===== src/design/oaht_queue.sv =====
// Two-entry request queue between front end and back end.
module oaht_queue #(
    parameter int DATA_W = 8
) (
    input  logic              clk,
    input  logic              rst_n,
    input  logic              push,
    input  logic [DATA_W-1:0] push_data,
    input  logic              pop,
    output logic [DATA_W-1:0] pop_data,
    output logic              full,
    output logic              empty
);

    logic [DATA_W-1:0] slot_reg [2];
    logic              wr_ptr_reg;
    logic              rd_ptr_reg;
    logic [1:0]        count_reg;

    assign full     = (count_reg == 2'd2);
    assign empty    = (count_reg == 2'd0);
    assign pop_data = slot_reg[rd_ptr_reg];

    always_ff @(posedge clk)
    begin
        if (push)
            slot_reg[wr_ptr_reg] <= push_data;
    end

    always_ff @(posedge clk or negedge rst_n)
    begin
        if (!rst_n)
        begin
            wr_ptr_reg <= 1'b0;
            rd_ptr_reg <= 1'b0;
            count_reg  <= 2'd0;
        end
        else
        begin
            if (push)
                wr_ptr_reg <= !wr_ptr_reg;
            if (pop)
                rd_ptr_reg <= !rd_ptr_reg;
            count_reg <= count_reg + 2'(push) - 2'(pop);
        end
    end

endmodule


===== config.mk =====
export PLATFORM = sky130hd
export DESIGN_NAME = oaht_queue
export DESIGN_NICKNAME = d
export VERILOG_FILES = /design/src/design/oaht_queue.sv
export SDC_FILE = /design/constraint.sdc
export NUM_CORES = 1
export LEC_CHECK = 0
export BUFFER_PORTS_ARGS = -buffer_cell sky130_fd_sc_hd__buf_2
export CORE_UTILIZATION = 53
export DETAILED_ROUTE_END_ITERATION = 6
export GPL_ROUTABILITY_DRIVEN = 0
export MAX_ROUTING_LAYER = met4
export PLACE_DENSITY_LB_ADDON = 0.15
export SLEW_MARGIN = 20
export SYNTH_ARGS = -nofsm -noshare
export SYNTH_HDL_FRONTEND = slang
export SYNTH_SLANG_ARGS = --single-unit
export TNS_END_PERCENT = 30

===== constraint.sdc =====
create_clock -name clk -period 3.65 [get_ports clk]
set_input_delay 0.1825 -clock clk [delete_from_list [all_inputs] [get_ports clk]]
set_output_delay 0.1825 -clock clk [all_outputs]
set_load 0.02 [all_outputs]

==> flow_summary.toml <==
[pwr]
power.density_nw_per_um2 = 755.9
power_leakage_nw = 0.4252
vdd_ir_drop_max_mv = 0.4085

[synthesis]
ys_types = 11
synth_nets = 54
synth_top_family_by_area = "multiplexers"
synth_compound_area_frac = 0
syn-cell-area_um2 = 808.3
synth_area_leaders = "edfxtp_1, mux2_4, dfrtp_1, ha_1, xor3_1"
synth_xor_area_frac = 0.05108
synthAdderAreaFrac = 0.03096
synth.top_cell.area_share = 0.5944
yosysTopAreaCell = "edfxtp_1"
synth_seq_area_share = 0.7183
synth_simple_gate_area_share = 0.02786
synthMuxAreaShare = 0.1486
synth-seq-cells = 20
synthCells = 40
syn_avg_cell_area_um2 = 20.21
yosysWarnings = 0

[layout]
antennaDiodeCount = 0
mostFrequentLayoutCells = "buf_2, edfxtp_1, mux2_4"
final_cell_count_no_fill = 80
drive_gt1_frac = 0.4923
mostFrequentLayoutCell = "buf_2"
area_growth_syn_to_layout_pct = 18.42
nets = 80
n_fill_cell = 101
largest_reg_flops = 16

[grt]
grt_pass1_wl_um = 1635
grt_pass1_vias = 392
overflow = 0
grt_max_degree = 12
grt_use_total = 0.1631
antenna_found_initial = 0

[sta]
finalSetupViolCount = 0
finalSetupTns_ns = 0
period_needed_ns = 1.639
tightestPinTransition_ns = 0.6997
hold_viol_final = 0
finalCritPeriodShare = 0.4489
fmax_mhz = 610.3
rsz0062_at_grt = "false"
slew_violations = 0
clock_skew_ns = 0.003559
slew_headroom = 0.5326

[cts]
clk_path_buf_depth = 2
cts-buffers-inserted = 3
ctsResizeCount = 0
cts_setup_buffers = 0
ctsHtreeMaxLevel = 1
clkSinkCount = 20
cts-root-buf = "clkbuf_4"
clk_pin_slew_ns = 0.10
clk_latency_ns = 0.29
cts_tree = "yes"

[route]
first_pass_iters = 4
routed-via-count = 409
route.detailed.drc = 0
wl_um = 1085
ant_nets = 0
wl_per_cell_um = 13.56
drtIter0Drc = 3
via_per_inst = 5.113

[die]
die_w_um = 41.05
start_util = 0.5916
die_area_um2 = 1685
io_pins = 22
dieHeight_um = 41.05
row_count = 13
core_area_um2 = 1366

[critical_path]
end_kind = "primary output"
cp_data_arrival_time_ns = 1.46
cp_slowest_cell = "dfrtp_1"
worstPathRequired_ns = 3.47
path_cells = "mux2_4, buf_2"
start_kind = "flip-flop"
cpPeakStageDelay_ns = 0.67
critPathMaxFanout = 9
critPathKind = "reg -> out"

[hold_path]
hp-class = "in -> reg"

[place]
place_inst = 75
hpwl_um = 806.2
port_buffers = 21

[outcome]
status = "completed"

[job]
maxCapViolations = 0
==> layer usage <==
| layer | vias up | GRT usage | wire, µm |
|---|---|---|---|
| met5 | - | - | 0 |
| met4 | 0 | 0.07500 | 0 |
| met3 | 0 | 0.04891 | 45 |
| met2 | 12 | 0.2578 | 581 |
| met1 | 200 | 0.1898 | 458 |
| li1 | 197 | - | - |
==> what timing repair did <==
item                                   in CTS  in global routing
setup endpoints to repair                   0                  0
hold buffers                                1                  0
endpoints found under the hold margin       4                  0
==> path summary, 6_finish.rpt <==
path / cells past startpoint / end / start / slack [ns]
worst min register to register: 1 / wr_ptr_reg / wr_ptr_reg / 0.49
worst max-delay path: 2 / pop_data[4] / rd_ptr_reg / 2.01
min in group asynchronous: 2 / rd_ptr_reg / rst_n / 0.23
worst max register to register: 5 / count_reg[1] / count_reg[0] / 2.26
max in group asynchronous: 2 / count_reg[0] / rst_n / 3.30
worst min-delay path: 1 / slot_reg[0][1] / push_data[1] / 0.07
==> through the flow <==
step	utilization	total power, mW	setup slack [ns]	hold slack, ns	cell area, µm²
6_report	0.7005	0.7235	2.011	0.07426	957.2
5_1_grt	0.7005	0.7695	1.920	0.06201	957.2
4_1_cts	0.7005	0.7323	1.981	0.06453	957.2
3_5_place_dp	0.6740	0.6335	2.270	-0.006910	920.9
3_3_place_gp	0.6740	0.6203	2.318	-0.006848	920.9
2_1_floorplan	-	0.5667	2.337	-0.1131	808.3
==> critical path: cells and delay by family, from the launching register on <==
kind                   cells  cell delay, ns
flip-flops                 1            0.67
multiplexers               1            0.34
buffers and inverters      1            0.16
==> final cells by class <==
type	instances	area, µm²	area share
multi-input combinational	17	209.0	0.2183
sequential	20	580.6	0.6065
inverter	2	7.507	0.007843
clock buffer	3	22.52	0.02353
tap	15	18.77	0.01961
clock inverter	1	3.754	0.003922
timing repair buffer	22	115.1	0.1203
==> power by group <==
| group | switching, mW | leakage, nW | internal (mW) |
|---|---|---|---|
| combinational | 0.128 | 0.213 | 0.138 |
| sequential | 0.0476 | 0.197 | 0.310 |
| clock | 0.0599 | 0.0154 | 0.0397 |
==> cell usage after synthesis <==
library cell  instances
and2_1                1
buf_6                 1
dfrtp_1               4
edfxtp_1             16
ha_1                  2
inv_1                 2
mux2_4                8
nor2_1                1
nor2b_1               2
xor2_1                2
xor3_1                1
==> cells by family after synthesis <==
group,count (synthesis)
adders and majority gates,2
xor gates and xnor gates,3
buffers and inverters,3
muxes,8
DFF,20
and+or+nand+nor,4
Power figures use the tool's default switching activity.
