`config.mk`:
```
export PLATFORM = sky130hd
export DESIGN_NAME = oaht_front
export DESIGN_NICKNAME = d
export VERILOG_FILES = /design/src/design/oaht_pkg.sv /design/src/design/oaht_front.sv
export SDC_FILE = /design/constraint.sdc
export NUM_CORES = 1
export LEC_CHECK = 0
export CORE_ASPECT_RATIO = 1.4
export CORE_MARGIN = 2
export CORE_UTILIZATION = 35
export DETAILED_ROUTE_END_ITERATION = 10
export DONT_BUFFER_PORTS = 1
export GPL_TIMING_DRIVEN = 0
export PLACE_DENSITY = 0.53
export SYNTH_ARGS = -nofsm -noshare
export SYNTH_HDL_FRONTEND = slang
export SYNTH_SLANG_ARGS = --single-unit
```
`constraint.sdc`:
```
create_clock -name clk -period 6.97 [get_ports clk]
set_input_delay 1.394 -clock clk [delete_from_list [all_inputs] [get_ports clk]]
set_output_delay 1.394 -clock clk [all_outputs]
set_load 0.005 [all_outputs]
```
`src/design/oaht_pkg.sv`:
```
// Shared types and codes for the open-address hash table.
package oaht_pkg;

    localparam int KEY_W   = 64;
    localparam int VAL_W   = 64;
    localparam int MODE_W  = 2;
    localparam int STAT_W  = 3;
    localparam int CNT_W   = 11;
    localparam int HOME_MULT  = 73;
    localparam int PROBE_STEP = 5009;
    localparam logic [CNT_W-1:0] LOAD_LIMIT_RESET = 11'd870;

    localparam logic [MODE_W-1:0] MODE_INSERT = 2'd0;
    localparam logic [MODE_W-1:0] MODE_REMOVE = 2'd1;
    localparam logic [MODE_W-1:0] MODE_LOOKUP = 2'd2;
    localparam logic [MODE_W-1:0] MODE_UNUSED = 2'd3;

    localparam logic [STAT_W-1:0] ST_INSERTED  = 3'd0;
    localparam logic [STAT_W-1:0] ST_PRESENT   = 3'd1;
    localparam logic [STAT_W-1:0] ST_RESERVED  = 3'd2;
    localparam logic [STAT_W-1:0] ST_FULL      = 3'd3;
    localparam logic [STAT_W-1:0] ST_REMOVED   = 3'd4;
    localparam logic [STAT_W-1:0] ST_NOT_FOUND = 3'd5;
    localparam logic [STAT_W-1:0] ST_FOUND     = 3'd6;

    localparam logic [VAL_W-1:0] VAL_EMPTY   = 64'd0;
    localparam logic [VAL_W-1:0] VAL_DELETED = 64'd1;

    typedef enum logic [2:0] {
        OP_INSERT,
        OP_REMOVE,
        OP_LOOKUP,
        OP_REJECT,
        OP_NOOP
    } op_kind_t;

    typedef struct packed {
        op_kind_t          kind;
        logic [KEY_W-1:0]  key;
        logic [VAL_W-1:0]  value;
    } req_t;

endpackage

```
`src/design/oaht_front.sv`:
```
// Front end: takes requests, classifies them and computes the home slot.
module oaht_front #(
    parameter int CAPACITY = 1024,
    parameter int IDX_W    = 10
) (
    input  logic                        clk,
    input  logic                        rst_n,
    input  logic                        start,
    input  logic [oaht_pkg::MODE_W-1:0] mode,
    input  logic [oaht_pkg::KEY_W-1:0]  key,
    input  logic [oaht_pkg::VAL_W-1:0]  value,
    output logic                        front_busy,
    input  logic                        q_full,
    output logic                        q_push,
    output oaht_pkg::req_t              q_req,
    output logic [IDX_W-1:0]            q_home
);

    localparam bit POW2 = (CAPACITY & (CAPACITY - 1)) == 0;
    localparam int TW = IDX_W + 4;
    localparam logic [TW-1:0] CAP_T = TW'(CAPACITY);

    typedef enum logic [1:0] {
        F_IDLE,
        F_HASH,
        F_PUSH
    } fstate_t;

    fstate_t                      state_reg;
    oaht_pkg::req_t               req_reg;
    logic [oaht_pkg::KEY_W-1:0]   prod_reg;
    logic [IDX_W-1:0]             rem_reg;
    logic [IDX_W-1:0]             rem_next;
    logic [3:0]                   nib_reg;
    logic [oaht_pkg::KEY_W-1:0]   prod_next;
    oaht_pkg::op_kind_t           kind_next;
    logic                         accept;

    assign accept     = start && (state_reg == F_IDLE);
    assign front_busy = (state_reg != F_IDLE);
    assign prod_next  = key * oaht_pkg::KEY_W'(oaht_pkg::HOME_MULT);

    always_comb
    begin
        priority if (mode == oaht_pkg::MODE_INSERT)
        begin
            if (value == oaht_pkg::VAL_EMPTY || value == oaht_pkg::VAL_DELETED)
                kind_next = oaht_pkg::OP_REJECT;
            else
                kind_next = oaht_pkg::OP_INSERT;
        end
        else if (mode == oaht_pkg::MODE_REMOVE)
            kind_next = oaht_pkg::OP_REMOVE;
        else if (mode == oaht_pkg::MODE_LOOKUP)
            kind_next = oaht_pkg::OP_LOOKUP;
        else
            kind_next = oaht_pkg::OP_NOOP;
    end

    // Four bits of the product a cycle, most significant first.
    always_comb
    begin
        logic [TW-1:0] t;
        t = {rem_reg, prod_reg[oaht_pkg::KEY_W-1 -: 4]};
        for (int i = 3; i >= 0; i--)
        begin
            if (t >= (CAP_T << i))
                t = t - (CAP_T << i);
        end
        rem_next = t[IDX_W-1:0];
    end

    always_ff @(posedge clk or negedge rst_n)
    begin
        if (!rst_n)
        begin
            state_reg <= F_IDLE;
            nib_reg   <= '0;
        end
        else
        begin
            unique case (state_reg)
                F_IDLE:
                begin
                    if (accept)
                    begin
                        req_reg.kind  <= kind_next;
                        req_reg.key   <= key;
                        req_reg.value <= value;
                        prod_reg      <= prod_next;
                        rem_reg       <= '0;
                        nib_reg       <= '0;
                        state_reg     <= POW2 ? F_PUSH : F_HASH;
                    end
                end
                F_HASH:
                begin
                    rem_reg  <= rem_next;
                    prod_reg <= {prod_reg[oaht_pkg::KEY_W-5:0], 4'd0};
                    nib_reg  <= nib_reg + 4'd1;
                    if (nib_reg == 4'd15)
                        state_reg <= F_PUSH;
                end
                F_PUSH:
                begin
                    if (!q_full)
                        state_reg <= F_IDLE;
                end
                default: state_reg <= F_IDLE;
            endcase
        end
    end

    assign q_push = (state_reg == F_PUSH) && !q_full;
    assign q_req  = req_reg;
    assign q_home = POW2 ? prod_reg[IDX_W-1:0] : rem_reg;

endmodule

```
==> run metrics <==
Synth Flop Type edfxtp_1; Worst slew margin 0.315; CTS tree yes; WL per Instance 26.0 um; core area 0.0133 mm^2; WP data arrival 3.35 ns; CP startpoint key[2]; CP Class input port to register; combinational share of power 0.035; Ys Warns 0; sequential share of the synthesized area 0.892; Max Clk Rate 312 MHz; met1 global-route usage 0.134; Detailed Place HPWL 8520 um; site row count 50; sequential share of power 0.499; clock share of power 0.466; setup bufs post-CTS 0; final hold violation count 0; # fillers 1,118; Clk Latency, worst-skew pair 0.41 ns; max_cap viols 0; Power per Cell Area 352 mW/mm^2; status complete, no violations; DIE AREA 0.0146 mm^2; GRT busiest layer met2; most frequent cell after synthesis edfxtp_1; CP Capture Type register; Clock Path Buffers 2; internal power 1610 uW; Worst EP required 7.12 ns; Async SR Flop Fraction 0.00704; Largest register FFs 131; GP Congestion 0.756; CTS root buf clkbuf_16; clock-pin slew on the worst setup and hold paths 0.06 ns; port bufs 0; DP Worst Slack 3.33 ns; nets 376; dpl cells 393; pin count of the biggest net entering global routing 39; layout cell share with drive strength beyond 1 0.158; period utilization 0.459; Tightest Hold Check Type input port to asynchronous set/reset pin; Syn Area/Cell 23.0 um^2; post-synth cell types 23; residual DRC count 0; area leader, netlist edfxtp_1; DP Area 0.00508 mm^2; RSZ-0062 raised after global routing false; largest vdd supply drop 0.126 mV; Psw 398 uW; 1st-iter DRT viols 87; Area growth, synth to finish 19.3%; top cells by count, synth edfxtp_1 (141), nor4_1 (12), ha_1 (10), xnor2_1 (8), inv_1 (6); CTS Buf Count 17; Post-synth EDFFs 141; Mapped Nets 354; Via density 4.94; Syn Inst Count 208; Worst path most repeated cell ha_1; # IOs 277; Clock Skews 0.00967 ns; Sink Count 142; CP max stage delay 0.56 ns; final instance area 0.00570 mm^2; Yosys top cell area share 0.886; initial antenna violation count 0; sw frac 0.198; Worst-Margin Slew 1.02 ns; # hold bufs at CTS 0; Die Wd 103 um; Initial Util 0.358; startpoint types input port; GR met3 Demand/Resource 0.108; Tmin final 3.20 ns; CP Cell Sequence ha_1 > ha_1 > inv_1 > fa_1 > inv_1 > ha_1 > a21oi_1 > xnor2_1; final wirelength 11,000 um; grt ovf 0; vias after detailed routing 2,089; Slowest cell on crit path fa_1; non-filler cells, final 423; # resized after CTS 0; Ant. Diodes 0; Synth Register Bits 142; Setup violations, final 0; vias in the first global route 2,199; # H-tree levels 4; Final WS setup 3.77 ns; Mapped Area 0.00478 mm^2; Final Slew Violations 0; ranking of synthesized cells by area edfxtp_1 (89%), ha_1 (2.6%), nor4_1 (1.6%); leakage power 0.00183 uW; Antenna Nets Post-Route 0; GR Util All Layers 0.144; met2 GRT Util 0.236; RR Startpoint state_reg[1]; setup TNS 0 ns; Max FO, Critical Path 3; Initial DRT Pass Iterations 4; first-pass GRT wire length 14,400 um; die height 142 um
==> layout make-up <==
| class | count | area, um^2 | share of cell area |
|---|---|---|---|
| clock buffers | 17 | 425 | 0.0747 |
| clock inverters | 13 | 191 | 0.0336 |
| inverters | 6 | 22.5 | 0.00395 |
| multi-input cells | 60 | 503 | 0.0883 |
| flip-flops and latches | 142 | 4260 | 0.748 |
| well taps | 182 | 228 | 0.0400 |
| repair buffers | 3 | 67.6 | 0.0119 |
==> routing by layer <==
layer | wire length (um) | share of wire | vias up
met5 | 0 | 0 | -
met4 | 174 | 0.016 | 0
met3 | 1720 | 0.16 | 14
met2 | 5490 | 0.50 | 194
met1 | 3610 | 0.33 | 994
li1 | - | - | 887
==> kinds of logic (layout without fill, tap and decap cells) <==
logic type	count (synthesis)	after routing	share of synthesized area
flops	142	142	0.892
simple gates	28	28	0.0372
fa+ha+maj	12	12	0.0346
compound gates	10	10	0.0131
xor+xnor	9	9	0.0165
buf+inv	6	39	0.00471
mux	1	1	0.00236
==> final timing paths <==
check | end | slack (ns) | cells past startpoint
hold / removal | state_reg[1] | 0.68 | 0
min in group clk | state_reg[1] | 0.69 | 1
setup / recovery | prod_reg[9] | 3.77 | 8
setup reg to reg | q_req[124] | 5.04 | 2
hold reg to reg | state_reg[1] | 0.69 | 1
max in group asynchronous | state_reg[1] | 6.23 | 0
==> worst max-delay path: cells and delay by family <==
| family | cells | cell delay, ns |
|---|---|---|
| AOI/OAI and AO/OA | 1 | 0.18 |
| xor gates and xnor gates | 1 | 0.10 |
| adders and majority gates | 4 | 1.54 |
| buffers and inverters | 2 | 0.12 |
==> metrics by stage <==
| stage | hold slack [ns] | power [uW] | util |
|---|---|---|---|
| 2_1_floorplan | 0.596 | 1070 | - |
| 3_3_place_gp | 0.630 | 1090 | 0.376 |
| 3_5_place_dp | 0.684 | 1090 | 0.381 |
| 4_1_cts | 0.658 | 2040 | 0.428 |
| 5_1_grt | 0.654 | 2080 | 0.428 |
| 6_report | 0.677 | 2010 | 0.428 |
==> layout by cell type (no fill, tap or decap), types with 2 or more instances in the layout <==
cell type and count:
edfxtp_1 141, clkbuf_16 17, nor4_1 12, ha_1 10, xnor2_1 8, inv_1 6, bufinv_16 4, a21oi_1 3
nor4_2 3, nor2_1 3, nand4_1 3, clkinv_4 3, clkinvlp_4 3, a21o_1 2, nand2_1 2, o22ai_1 2
fa_1 2, inv_6 2, buf_12 2
==> power by group through the flow <==
stage | logic [uW] | registers, uW | clock network [uW]
CTS | 71.9 | 1000 | 963
floorplan | 50.8 | 1020 | 0
global route | 79.6 | 1010 | 997
detailed placement | 71.2 | 1020 | 0
finish | 69.8 | 1000 | 936
global placement | 64.2 | 1020 | 0
Note: power is estimated with default switching activity, not from simulation.
